===== config.mk =====
export PLATFORM = sky130hd
export DESIGN_NAME = touch_button_decoder_unit
export DESIGN_NICKNAME = d
export VERILOG_FILES = /design/src/rtl/tbd_pkg.sv /design/src/rtl/touch_button_decoder_unit.sv /design/src/rtl/tbd_axis.sv
export SDC_FILE = /design/constraint.sdc
export NUM_CORES = 2
export LEC_CHECK = 0
export ABC_AREA = 1
export BUFFER_PORTS_ARGS = -buffer_cell sky130_fd_sc_hd__buf_2
export CORE_MARGIN = 2
export CORE_UTILIZATION = 40
export DETAILED_ROUTE_END_ITERATION = 6
export PLACE_DENSITY = 0.64
export SYNTH_ARGS = -nofsm -noshare
export SYNTH_HDL_FRONTEND = slang
export SYNTH_SLANG_ARGS = --single-unit

===== constraint.sdc =====
create_clock -name clk -period 19.2 [get_ports clk]
set_clock_uncertainty 0.2 [all_clocks]
set_input_delay 3.84 -clock clk [delete_from_list [all_inputs] [get_ports clk]]
set_output_delay 3.84 -clock clk [all_outputs]
set_load 0.1 [all_outputs]

===== src/rtl/tbd_pkg.sv =====
// ----------------------------------------------------------------------------
// tbd_pkg
// shared types and constants for the touch button decoder
// ----------------------------------------------------------------------------
`default_nettype none

package tbd_pkg;

  // raw conversion and position widths
  localparam int unsigned SAMPLE_W = 12;
  localparam int unsigned POS_W    = 16;
  localparam int unsigned TIME_W   = 32;
  localparam int unsigned CFG_W    = 16;

  // stream widths, padded to whole bytes
  localparam int unsigned IN_DATA_W  = 112;
  localparam int unsigned OUT_DATA_W = 40;

  // apb
  localparam int unsigned APB_ADDR_W = 5;
  localparam int unsigned APB_DATA_W = 32;

  // calibration defaults
  localparam logic signed [CFG_W-1:0] DEFAULT_X_GAIN   = 16'sd12316;
  localparam logic signed [CFG_W-1:0] DEFAULT_X_OFFSET = -16'sd43;
  localparam logic signed [CFG_W-1:0] DEFAULT_Y_GAIN   = -16'sd8981;
  localparam logic signed [CFG_W-1:0] DEFAULT_Y_OFFSET = 16'sd257;

  localparam logic [CFG_W-1:0] HOLD_OFF_RESET = 16'd250;

  // button strip and zone bounds, inclusive
  localparam logic [POS_W-1:0] STRIP_Y_LO = 16'd185;
  localparam logic [POS_W-1:0] STRIP_Y_HI = 16'd224;
  localparam logic [POS_W-1:0] BACK_X_LO  = 16'd21;
  localparam logic [POS_W-1:0] BACK_X_HI  = 16'd98;
  localparam logic [POS_W-1:0] FWD_X_LO   = 16'd121;
  localparam logic [POS_W-1:0] FWD_X_HI   = 16'd198;
  localparam logic [POS_W-1:0] SEL_X_LO   = 16'd221;
  localparam logic [POS_W-1:0] SEL_X_HI   = 16'd298;

  typedef enum logic [1:0] {
    ACT_NONE   = 2'd0,
    ACT_BACK   = 2'd1,
    ACT_FWD    = 2'd2,
    ACT_SELECT = 2'd3
  } action_t;

  typedef enum logic [2:0] {
    REG_X_GAIN   = 3'd0,
    REG_X_OFFSET = 3'd1,
    REG_Y_GAIN   = 3'd2,
    REG_Y_OFFSET = 3'd3,
    REG_HOLD_OFF = 3'd4
  } reg_idx_t;

  // one axis calibration pair
  typedef struct packed {
    logic signed [CFG_W-1:0] gain;
    logic signed [CFG_W-1:0] offset;
  } axis_cal_t;

endpackage

`default_nettype wire


===== src/rtl/touch_button_decoder_unit.sv =====
// ----------------------------------------------------------------------------
// touch_button_decoder_unit
// turns one resistive touch panel poll into a button action and position
// ----------------------------------------------------------------------------
// Each request on the slave stream is one poll: a millisecond time stamp, the
// pen line before and after sampling, and three raw 12-bit conversions per
// axis. Every poll yields exactly one result on the master stream. A poll
// whose time is below the stored deadline yields action none with zero
// positions and leaves the deadline alone; any other poll moves the deadline
// to its time plus hold_off_ms (wrapping at 2^32). With the pen down at both
// checks each axis averages its two closest samples, scales by the gain
// (bits 31:16 of the wrapped product) and adds the offset; if x_gain plus
// x_offset is zero the built-in default calibration is used for both axes.
// The position is then matched against three button zones in one y strip.
// Timing: a poll enters an input register and is decoded combinationally into
// the result register; one poll is taken every cycle while the result stream
// does not stall, with the deadline compare-and-update as the loop behind this.
// Configuration registers sit on an apb port at byte addresses 0, 4, 8, 12, 16
// (x_gain, x_offset, y_gain, y_offset, hold_off_ms); the user must write them
// only while the block is idle, as the block itself does not enforce this.
// ----------------------------------------------------------------------------
`default_nettype none

module touch_button_decoder_unit #(
  parameter logic signed [15:0] DEFAULT_X_GAIN   = tbd_pkg::DEFAULT_X_GAIN,
  parameter logic signed [15:0] DEFAULT_X_OFFSET = tbd_pkg::DEFAULT_X_OFFSET,
  parameter logic signed [15:0] DEFAULT_Y_GAIN   = tbd_pkg::DEFAULT_Y_GAIN,
  parameter logic signed [15:0] DEFAULT_Y_OFFSET = tbd_pkg::DEFAULT_Y_OFFSET
) (
  input  wire logic                              clk,
  input  wire logic                              rst,
  // poll stream
  input  wire logic                              s_tvalid,
  output logic                                   s_tready,
  // now_ms[31:0], pen_up_before[32], x_sample_a[44:33], x_sample_b[56:45],
  // x_sample_c[68:57], y_sample_a[80:69], y_sample_b[92:81],
  // y_sample_c[104:93], pen_up_after[105], zero pad[111:106]
  input  wire logic [tbd_pkg::IN_DATA_W-1:0]     s_tdata,
  // result stream
  output logic                                   m_tvalid,
  input  wire logic                              m_tready,
  // action[1:0], x_position[17:2], y_position[33:18], zero pad[39:34]
  output logic [tbd_pkg::OUT_DATA_W-1:0]         m_tdata,
  // configuration
  input  wire logic                              psel,
  input  wire logic                              penable,
  input  wire logic                              pwrite,
  input  wire logic [tbd_pkg::APB_ADDR_W-1:0]    paddr,
  input  wire logic [tbd_pkg::APB_DATA_W-1:0]    pwdata,
  output logic [tbd_pkg::APB_DATA_W-1:0]         prdata,
  output logic                                   pready
);

  localparam int unsigned SW = tbd_pkg::SAMPLE_W;
  localparam int unsigned PW = tbd_pkg::POS_W;
  localparam int unsigned TW = tbd_pkg::TIME_W;
  localparam int unsigned CW = tbd_pkg::CFG_W;

  // ---------------- configuration registers ----------------
  logic signed [CW-1:0] x_gain, x_offset, y_gain, y_offset;
  logic [CW-1:0]        hold_off_ms;
  logic                 cfg_write;
  logic [2:0]           reg_idx;

  assign pready    = 1'b1;
  assign cfg_write = psel && penable && pwrite && pready;
  assign reg_idx   = paddr[4:2];

  always_ff @(posedge clk) begin
    if (rst) begin
      x_gain      <= '0;
      x_offset    <= '0;
      y_gain      <= '0;
      y_offset    <= '0;
      hold_off_ms <= tbd_pkg::HOLD_OFF_RESET;
    end else if (cfg_write) begin
      unique case (reg_idx)
        tbd_pkg::REG_X_GAIN:   x_gain      <= pwdata[CW-1:0];
        tbd_pkg::REG_X_OFFSET: x_offset    <= pwdata[CW-1:0];
        tbd_pkg::REG_Y_GAIN:   y_gain      <= pwdata[CW-1:0];
        tbd_pkg::REG_Y_OFFSET: y_offset    <= pwdata[CW-1:0];
        tbd_pkg::REG_HOLD_OFF: hold_off_ms <= pwdata[CW-1:0];
        default: ;  // unmapped addresses drop the write
      endcase
    end
  end

  always_comb begin
    unique case (reg_idx)
      tbd_pkg::REG_X_GAIN:   prdata = {16'd0, x_gain};
      tbd_pkg::REG_X_OFFSET: prdata = {16'd0, x_offset};
      tbd_pkg::REG_Y_GAIN:   prdata = {16'd0, y_gain};
      tbd_pkg::REG_Y_OFFSET: prdata = {16'd0, y_offset};
      tbd_pkg::REG_HOLD_OFF: prdata = {16'd0, hold_off_ms};
      default:               prdata = '0;
    endcase
  end

  // ---------------- pipeline control ----------------
  logic in_valid;
  logic advance;     // input register moves into result register

  assign advance  = in_valid && (!m_tvalid || m_tready);
  assign s_tready = !in_valid || advance;

  // input register, payload held without reset
  logic [TW-1:0] now_ms;
  logic          pen_up_before, pen_up_after;
  logic [SW-1:0] xs_a, xs_b, xs_c, ys_a, ys_b, ys_c;

  always_ff @(posedge clk) begin
    if (rst) begin
      in_valid <= 1'b0;
    end else if (s_tready) begin
      in_valid <= s_tvalid;
    end
  end

  always_ff @(posedge clk) begin
    if (s_tvalid && s_tready) begin
      now_ms        <= s_tdata[31:0];
      pen_up_before <= s_tdata[32];
      xs_a          <= s_tdata[44:33];
      xs_b          <= s_tdata[56:45];
      xs_c          <= s_tdata[68:57];
      ys_a          <= s_tdata[80:69];
      ys_b          <= s_tdata[92:81];
      ys_c          <= s_tdata[104:93];
      pen_up_after  <= s_tdata[105];
    end
  end

  // ---------------- decode ----------------
  logic [TW-1:0]      next_allowed_ms;
  logic               early;
  logic               touched;
  logic [CW:0]        cal_sum;
  logic               use_default;
  tbd_pkg::axis_cal_t x_cal, y_cal;
  logic [PW-1:0]      x_pos, y_pos;
  tbd_pkg::action_t   zone_act;

  assign early   = now_ms < next_allowed_ms;
  assign touched = !pen_up_before && !pen_up_after;

  // exact 17-bit sum, zero selects the built-in calibration
  assign cal_sum     = {x_gain[CW-1], x_gain} + {x_offset[CW-1], x_offset};
  assign use_default = (cal_sum == '0);

  always_comb begin
    if (use_default) begin
      x_cal = '{gain: DEFAULT_X_GAIN, offset: DEFAULT_X_OFFSET};
      y_cal = '{gain: DEFAULT_Y_GAIN, offset: DEFAULT_Y_OFFSET};
    end else begin
      x_cal = '{gain: x_gain, offset: x_offset};
      y_cal = '{gain: y_gain, offset: y_offset};
    end
  end

  tbd_axis u_x_axis (
    .sample_a (xs_a),
    .sample_b (xs_b),
    .sample_c (xs_c),
    .cal      (x_cal),
    .position (x_pos)
  );

  tbd_axis u_y_axis (
    .sample_a (ys_a),
    .sample_b (ys_b),
    .sample_c (ys_c),
    .cal      (y_cal),
    .position (y_pos)
  );

  // button zones, all inside one y strip
  always_comb begin
    zone_act = tbd_pkg::ACT_NONE;
    if (y_pos >= tbd_pkg::STRIP_Y_LO && y_pos <= tbd_pkg::STRIP_Y_HI) begin
      priority if (x_pos >= tbd_pkg::BACK_X_LO && x_pos <= tbd_pkg::BACK_X_HI) begin
        zone_act = tbd_pkg::ACT_BACK;
      end else if (x_pos >= tbd_pkg::FWD_X_LO && x_pos <= tbd_pkg::FWD_X_HI) begin
        zone_act = tbd_pkg::ACT_FWD;
      end else if (x_pos >= tbd_pkg::SEL_X_LO && x_pos <= tbd_pkg::SEL_X_HI) begin
        zone_act = tbd_pkg::ACT_SELECT;
      end else begin
        zone_act = tbd_pkg::ACT_NONE;
      end
    end
  end

  // deadline moves for every poll that is not early, pen down or not
  always_ff @(posedge clk) begin
    if (rst) begin
      next_allowed_ms <= '0;
    end else if (advance && !early) begin
      next_allowed_ms <= now_ms + {{(TW-CW){1'b0}}, hold_off_ms};
    end
  end

  // ---------------- result register ----------------
  tbd_pkg::action_t res_action;
  logic [PW-1:0]    res_x, res_y;

  always_ff @(posedge clk) begin
    if (rst) begin
      m_tvalid <= 1'b0;
    end else if (advance) begin
      m_tvalid <= 1'b1;
    end else if (m_tready) begin
      m_tvalid <= 1'b0;
    end
  end

  always_ff @(posedge clk) begin
    if (advance) begin
      if (!early && touched) begin
        res_action <= zone_act;
        res_x      <= x_pos;
        res_y      <= y_pos;
      end else begin
        res_action <= tbd_pkg::ACT_NONE;
        res_x      <= '0;
        res_y      <= '0;
      end
    end
  end

  assign m_tdata = {6'd0, res_y, res_x, res_action};

endmodule

`default_nettype wire


===== src/rtl/tbd_axis.sv =====
// ----------------------------------------------------------------------------
// tbd_axis
// closest pair filter and gain/offset scaling for one axis
// ----------------------------------------------------------------------------
`default_nettype none

module tbd_axis (
  input  wire logic [tbd_pkg::SAMPLE_W-1:0] sample_a,
  input  wire logic [tbd_pkg::SAMPLE_W-1:0] sample_b,
  input  wire logic [tbd_pkg::SAMPLE_W-1:0] sample_c,
  input  wire tbd_pkg::axis_cal_t           cal,
  output logic      [tbd_pkg::POS_W-1:0]    position
);

  localparam int unsigned SW = tbd_pkg::SAMPLE_W;
  localparam int unsigned PW = tbd_pkg::SAMPLE_W + tbd_pkg::CFG_W + 1;

  logic [SW-1:0]        d_ab, d_ac, d_bc;
  logic [SW:0]          pair_sum;
  logic [SW-1:0]        filtered;
  logic signed [PW-1:0] prod;
  logic [tbd_pkg::POS_W-1:0] prod_hi;

  always_comb begin
    d_ab = (sample_a > sample_b) ? sample_a - sample_b : sample_b - sample_a;
    d_ac = (sample_a > sample_c) ? sample_a - sample_c : sample_c - sample_a;
    d_bc = (sample_b > sample_c) ? sample_b - sample_c : sample_c - sample_b;
    priority if (d_ab <= d_ac && d_ab <= d_bc) begin
      pair_sum = {1'b0, sample_a} + {1'b0, sample_b};
    end else if (d_ac <= d_bc) begin
      pair_sum = {1'b0, sample_a} + {1'b0, sample_c};
    end else begin
      pair_sum = {1'b0, sample_b} + {1'b0, sample_c};
    end
    filtered = pair_sum[SW:1];
  end

  // raw is non-negative, so the exact 29-bit product sign-extended is the
  // wrapped 32-bit product
  assign prod    = $signed({1'b0, filtered}) * cal.gain;
  assign prod_hi = {{(tbd_pkg::POS_W - (PW - 16)){prod[PW-1]}}, prod[PW-1:16]};
  assign position = prod_hi + cal.offset;

endmodule

`default_nettype wire


[After elaboration in Yosys (flattened, before gate mapping)]
Index checks and enable logic that the tools add are counted.
Storage, ports and cells
  bits in registers: 254
  input bits: 156
  output and inout bits: 75
Cells by class
  $add $sub $neg: 22
  $mul: 2
  order comparisons: 21
  eq/ne operators: 4
  muxes and demuxes: 18
  bitwise gates (word level): 2
  reduce and logical (&&, ||, !) cells: 30
Operators by type and width (count)
  $sub A12 B12 Y12: 12
  $pmux W16 S5: 1
  $add A12 B12 Y13: 6
  $gt A12 B12 Y1: 6
  $le A12 B12 Y1: 6
  $mux W12: 6
  $mux W32: 2
  $mul A13 B16 Y29: 2
  $mux W13: 4
  $add A16 B16 Y16: 2
  $add A32 B16 Y32: 1
  $ge A16 B8 Y1 const B: 2
  $le A16 B8 Y1 const B: 2
  $lt A32 B32 Y1: 1
  $add A16 B16 Y17: 1
  $logic_not A17 Y1: 1
  $ge A16 B5 Y1 const B: 1
  $ge A16 B7 Y1 const B: 1
  $le A16 B7 Y1 const B: 1
  $le A16 B9 Y1 const B: 1
  $logic_and A1 B1 Y1: 13
  $reduce_and A2 Y1: 6
  $eq A3 B2 Y1 const B: 2
  $logic_not A1 Y1: 5
  other kinds (9): 14

[Depth between registers and ports, before layout]
  depth in word-level cells: 12
  depth in mapped cells: 92

[Hierarchy]
A second synthesis with hierarchy kept.
Unflattened totals
  cells, all modules: 5438
  area, all modules: 39761.9 µm²
By module, submodules not included
  touch_button_decoder_unit: times used 1, cells each 1719, area an instance 13477.9 µm², seq. area each 6486.2 µm²
  tbd_axis (u_x_axis): times used 1, cells each 1861, area an instance 13225.2 µm², seq. area each 0.0 µm²
  tbd_axis (u_y_axis): times used 1, cells each 1858, area an instance 13058.8 µm², seq. area each 0.0 µm²

[Worst setup path after synthesis]
OpenSTA, ideal clock, no wires.
  path type: register to register
  from: register xs_a[3]
  to: register res_action[1] (data pin)
  setup time: 0.256 ns
  data arrival time: 12.571 ns
  path slack: 6.173 ns
  stages on the path, launching flop included: 87
  buffers on the path: 3
  clock period less this slack: 13.027 ns
  cell sequence: edfxtp_1 -> ha_1 -> clkbuf_1 -> a21oi_1 -> inv_1 -> a31oi_1 -> o21bai_1 -> a21oi_1 -> o21ai_0 -> nand2_1 -> o311ai_0 -> nand2_1 -> o21ai_0 -> o211ai_1 -> a31oi_1 -> xor2_1 -> inv_1 -> ha_1 -> [... 51 more ...] -> o21ai_0 -> a21oi_1 -> o21bai_1 -> a21oi_1 -> o21ai_0 -> nand2_1 -> nand2_1 -> a21oi_1 -> inv_1 -> nand3_1 -> nand2_1 -> nand3_1 -> nand2_2 -> nand2_1 -> nor2_2 -> nand3_1 -> nand2_1 -> a21oi_1
On the way
  cells in the longest elaborated chain, start to end: 11
Ends and longest elaborated chain
  from (decl): line touch_button_decoder_unit.sv:109  | logic [SW-1:0] xs_a, xs_b, xs_c, ys_a, ys_b, ys_c;
  from (signal assigned): line touch_button_decoder_unit.sv:123  | xs_a <= s_tdata[44:33];
  $sub A12 B12 Y12 (tied with other cells): line tbd_axis.sv:26  | d_ac = (sample_a > sample_c) ? sample_a - sample_c : sample_c - sample_a;
  $mux W12, on equally long branches: line tbd_axis.sv:26, tbd_axis.sv:25
  $le A12 B12 Y1, on equally long branches: line tbd_axis.sv:30, tbd_axis.sv:28
  $mux W13 / $logic_and A1 B1 Y1 (equally long branches): line tbd_axis.sv:30, tbd_axis.sv:28
  $mux W13 *: line tbd_axis.sv:28  | priority if (d_ab <= d_ac && d_ab <= d_bc) begin
  $mul A13 B16 Y29 *: line tbd_axis.sv:40  | assign prod = $signed({1'b0, filtered}) * cal.gain;
  $add A16 B16 Y16 *: line tbd_axis.sv:42  | assign position = prod_hi + cal.offset;
  $ge A16 B8 Y1 / $le A16 B9 Y1 (equally long branches): line touch_button_decoder_unit.sv:184  | end else if (x_pos >= tbd_pkg::SEL_X_LO && x_pos <= tbd_pkg::SEL_X_HI) begin
  $logic_and A1 B1 Y1: line touch_button_decoder_unit.sv:184
  $mux W2: line touch_button_decoder_unit.sv:184
  $mux W2: line touch_button_decoder_unit.sv:182  | end else if (x_pos >= tbd_pkg::FWD_X_LO && x_pos <= tbd_pkg::FWD_X_HI) begin
  to (signal assigned): line touch_button_decoder_unit.sv:218  | res_action <= zone_act;
  to (signal assigned): line touch_button_decoder_unit.sv:222  | res_action <= tbd_pkg::ACT_NONE;
  to (decl): line touch_button_decoder_unit.sv:202  | tbd_pkg::action_t res_action;
Mark *: on every way between the ends. The rest lies on a longest branch, timed or not.
A chain may end at the register's enable or synchronous reset.

[Final worst setup path]
  from: register xs_c[1]
  to: register res_action[1] (data pin)
On the way
  cells in the longest elaborated chain, start to end: 11
Ends and longest elaborated chain
  from (decl): line touch_button_decoder_unit.sv:109
  from (signal assigned): line touch_button_decoder_unit.sv:125  | xs_c <= s_tdata[68:57];
  $sub A12 B12 Y12 (tied with other cells): line tbd_axis.sv:26
  $mux W12, on equally long branches: line tbd_axis.sv:26, tbd_axis.sv:27
  $le A12 B12 Y1, on equally long branches: line tbd_axis.sv:30, tbd_axis.sv:28
  $mux W13 / $logic_and A1 B1 Y1 (equally long branches): line tbd_axis.sv:30, tbd_axis.sv:28
  $mux W13 *: line tbd_axis.sv:28
  $mul A13 B16 Y29 *: line tbd_axis.sv:40
  $add A16 B16 Y16 *: line tbd_axis.sv:42
  $ge A16 B8 Y1 / $le A16 B9 Y1 (equally long branches): line touch_button_decoder_unit.sv:184
  $logic_and A1 B1 Y1: line touch_button_decoder_unit.sv:184
  $mux W2: line touch_button_decoder_unit.sv:184
  $mux W2: line touch_button_decoder_unit.sv:182
Marks and branches as above.

==> results.txt <==
Initial Util = 40.4%
Seq/Total Area, Yosys = 17.8%
# setup viols final = 0
drt drc = 0
Min Clock Period, post-route = 15.84 ns
worst relative slew slack = 17.5%
setup_tns = 0 ns
RR Endpoint = res_action[1]
share of layout cells above drive strength 1 = 6.65%
core area = 90000 µm²
RSZ-0062 raised after global routing = false
hold path startpoint = next_allowed_ms[0]
die width = 306 µm
CP Class = flop to flop
Slew Limit Fails = 0
Via Count = 31006
post-synth cell types = 62
Synth Area in Compound Gates = 12.4%
run status = complete, no violations
Worst-Skew Late Latency = 0.64 ns
WHS = 0.249 ns
number of synthesized register bits = 254
Routed Antenna Nets = 0
Top Family by Delay on Critical Path = adder cells
Buf+Inv Stages, Crit Path = 15
clk sink count = 254
CTS tree = built
# nets final = 5835
Max Cap Viol = 0
drt total wl = 102 mm
Ys Warns = 0
worst hold path depth = 2
drt first pass iters = 6
clk root buf = clkbuf_16
clock-pin slew on the worst setup and hold paths = 0.06 ns
R2R depth = 82
dpl cells = 5977
clk buf depth = 3
Synth Area in Simple Gates = 17.3%
critical path data required time = 19.38 ns
fin cells = 6034
Tcrit/Tclk final = 82.5%
maximum achievable frequency = 63.1 MHz
cts hold-fix bufs = 0
Critical Path Slowest Stage Cell = nand2_1
largest net degree at the start of global routing = 110
starting DRC count in detailed routing = 2304
RR Startpoint = xs_c[1]
wire per inst = 16.8 µm
first-pass GRT wire length = 162 mm
Slew @ Worst Pin = 1.23 ns
crit path max fanout = 24
number of synthesized flops with an enable pin = 140
Num CTS Buffers = 30
Area Growth Syn to Fin = 8.61%
Hold Path Class = flop to flop
gr ovfl total = 0
num ports = 231
post-CTS setup buffer count = 0
GPL Wtd Cong = 0.937
worst path arrival time = 16.02 ns
hold path endpoint = next_allowed_ms[0]
main combinational cell family by area after synthesis = adder cells
via/cell ratio = 5.14
Die Y = 306 µm
CP startpoint kind = flop
I/O Buffers = 183
most used cell along the critical path = nand2_1
DPL Wire Length = 84.2 mm
Setup crit end kind = flop
htree depth = 1
row cnt = 110
Cells after Synth = 4696
Async SR Flop Fraction = 0%
Worst path max stage delay = 0.61 ns
die area = 93300 µm²
xor/xnor share of the synthesized area = 3.90%
PostCTS Resize Cnt = 0
Adder-Cell Fraction of Synth Area = 36.8%
vias in the first global route = 30545
GR Util All Layers = 21.7%
Post-synth top flop = edfxtp_1
Worst R2R Setup Slack = 3.36 ns
Fin. Hold Viols = 0
mapped cell area = 36400 µm²
Mapped Avg Cell Area = 7.74 µm²
initial antenna violation count = 5
mux cell area share after synthesis = 0.396%
worst min-delay path: stages (launching register included):
cell     delay (ns)
dfxtp_1        0.30
inv_1          0.05
a21oi_1        0.05
cell type report:
cell class	instances	area (µm²)
Fill cell	9143	50500
Multi-Input combinational cell	3393	25900
Sequential cell	254	6490
Inverter	950	3570
Tap cell	1176	1470
Timing Repair Buffer	204	1070
Clock buffer	46	927
Clock inverter	10	88.8
Antenna cell	1	2.50
routing by layer:
| layer | global-route usage (%) | up-vias | share of wire, % |
|---|---|---|---|
| li1 | - | 15179 | - |
| met5 | 0 | - | 0.022 |
| met1 | 29.2 | 14716 | 45 |
| met3 | 2.18 | 194 | 5.4 |
| met2 | 36.7 | 913 | 46 |
| met4 | 7.09 | 4 | 3.5 |
per-stage QoR:
step                      area, µm²  setup WS [ns]  util (%)
after floorplan               36400           6.17         -
final                         39500           3.36      43.9
after CTS                     39500           3.36      43.9
after detailed placement      38500           3.45      42.7
after global routing          39500           1.82      43.9
after global placement        38500           3.50      42.7
kinds of logic (layout without fill, tap and decap cells):
group | Yosys count | after routing
other | 2 | 24
flip-flops | 254 | 254
AO/OA/AOI/OAI | 813 | 813
XOR/XNOR | 162 | 162
adder cells (fa/ha/maj) | 846 | 846
multiplexers | 14 | 14
buffers and inverters | 1070 | 1210
AND/OR/NAND/NOR | 1535 | 1535
layout by cell type, fill, tap and decap left out, types with 19 or more instances in the layout:
cell | Yosys | final
o21ai_0 | 305 | 305
clkinv_1 | 24 | 23
conb_1 | 2 | 23
nand2_1 | 804 | 804
dfxtp_1 | 114 | 114
buf_4 | 23 | 21
inv_1 | 924 | 923
or2_2 | 19 | 19
nor3_1 | 42 | 41
a211oi_1 | 19 | 19
clkbuf_16 | 0 | 32
fa_1 | 374 | 374
a21oi_1 | 343 | 342
edfxtp_1 | 140 | 140
xnor2_1 | 40 | 40
nor2_1 | 458 | 458
buf_2 | 0 | 183
nand4_1 | 30 | 30
xor2_1 | 122 | 122
nand3_1 | 127 | 127
ha_1 | 472 | 472
cells in the mapped netlist (6+ instances only):
master,instances,share of area (%)
a211oi_1,19,0.39
o21bai_1,15,0.31
o21ai_0,305,4.2
o21a_1,8,0.17
o211ai_1,14,0.29
fa_1,374,21
a21o_1,13,0.27
nor2_1,458,4.7
o221ai_1,9,0.22
or2_2,19,0.33
a31oi_1,11,0.19
buf_4,23,0.47
a21oi_1,343,4.7
a221o_1,9,0.25
nand4_1,30,0.52
xor2_1,122,2.9
dfxtp_1,114,6.3
ha_1,472,16
mux2i_1,11,0.30
inv_1,924,9.5
xnor2_1,40,0.96
nand3_1,127,1.7
nor4_1,8,0.14
clkbuf_1,91,0.94
nand2_1,804,8.3
nor2_2,10,0.17
clkinv_1,24,0.25
a221oi_1,15,0.36
o21ai_1,15,0.21
edfxtp_1,140,12
o31ai_1,7,0.14
nand2_2,12,0.21
nor3_1,42,0.58
o22ai_1,7,0.12
buf_1,6,0.062
worst max path at each step:
stage,cells past startpoint,to,start,slack (ns)
2_1_floorplan,86,res_action[1],xs_a[3],6.17
3_3_place_gp,83,res_action[1],xs_c[1],3.50
3_5_place_dp,82,res_action[1],xs_c[1],3.45
4_1_cts,82,res_action[1],xs_c[1],3.36
5_1_grt,83,res_action[1],xs_c[3],1.82
6_report,82,res_action[1],xs_c[1],3.36
registers in the layout, summed over array words and instances, names as in the netlist:
name and flops:
ys_a 12, y_gain 16, hold_off_ms 16, xs_c 12
ys_c 12, res_action 2, ys_b 12, pen_up_after 1
next_allowed_ms 32, in_valid 1, x_gain 16, y_offset 16
now_ms 32, pen_up_before 1, xs_a 12, res_y 16
xs_b 12, m_tvalid 1, x_offset 16, res_x 16
Power is left out: the tool's default activity adds up to more than one toggle a clock period on the data nets, which glitch-free logic cannot reach.
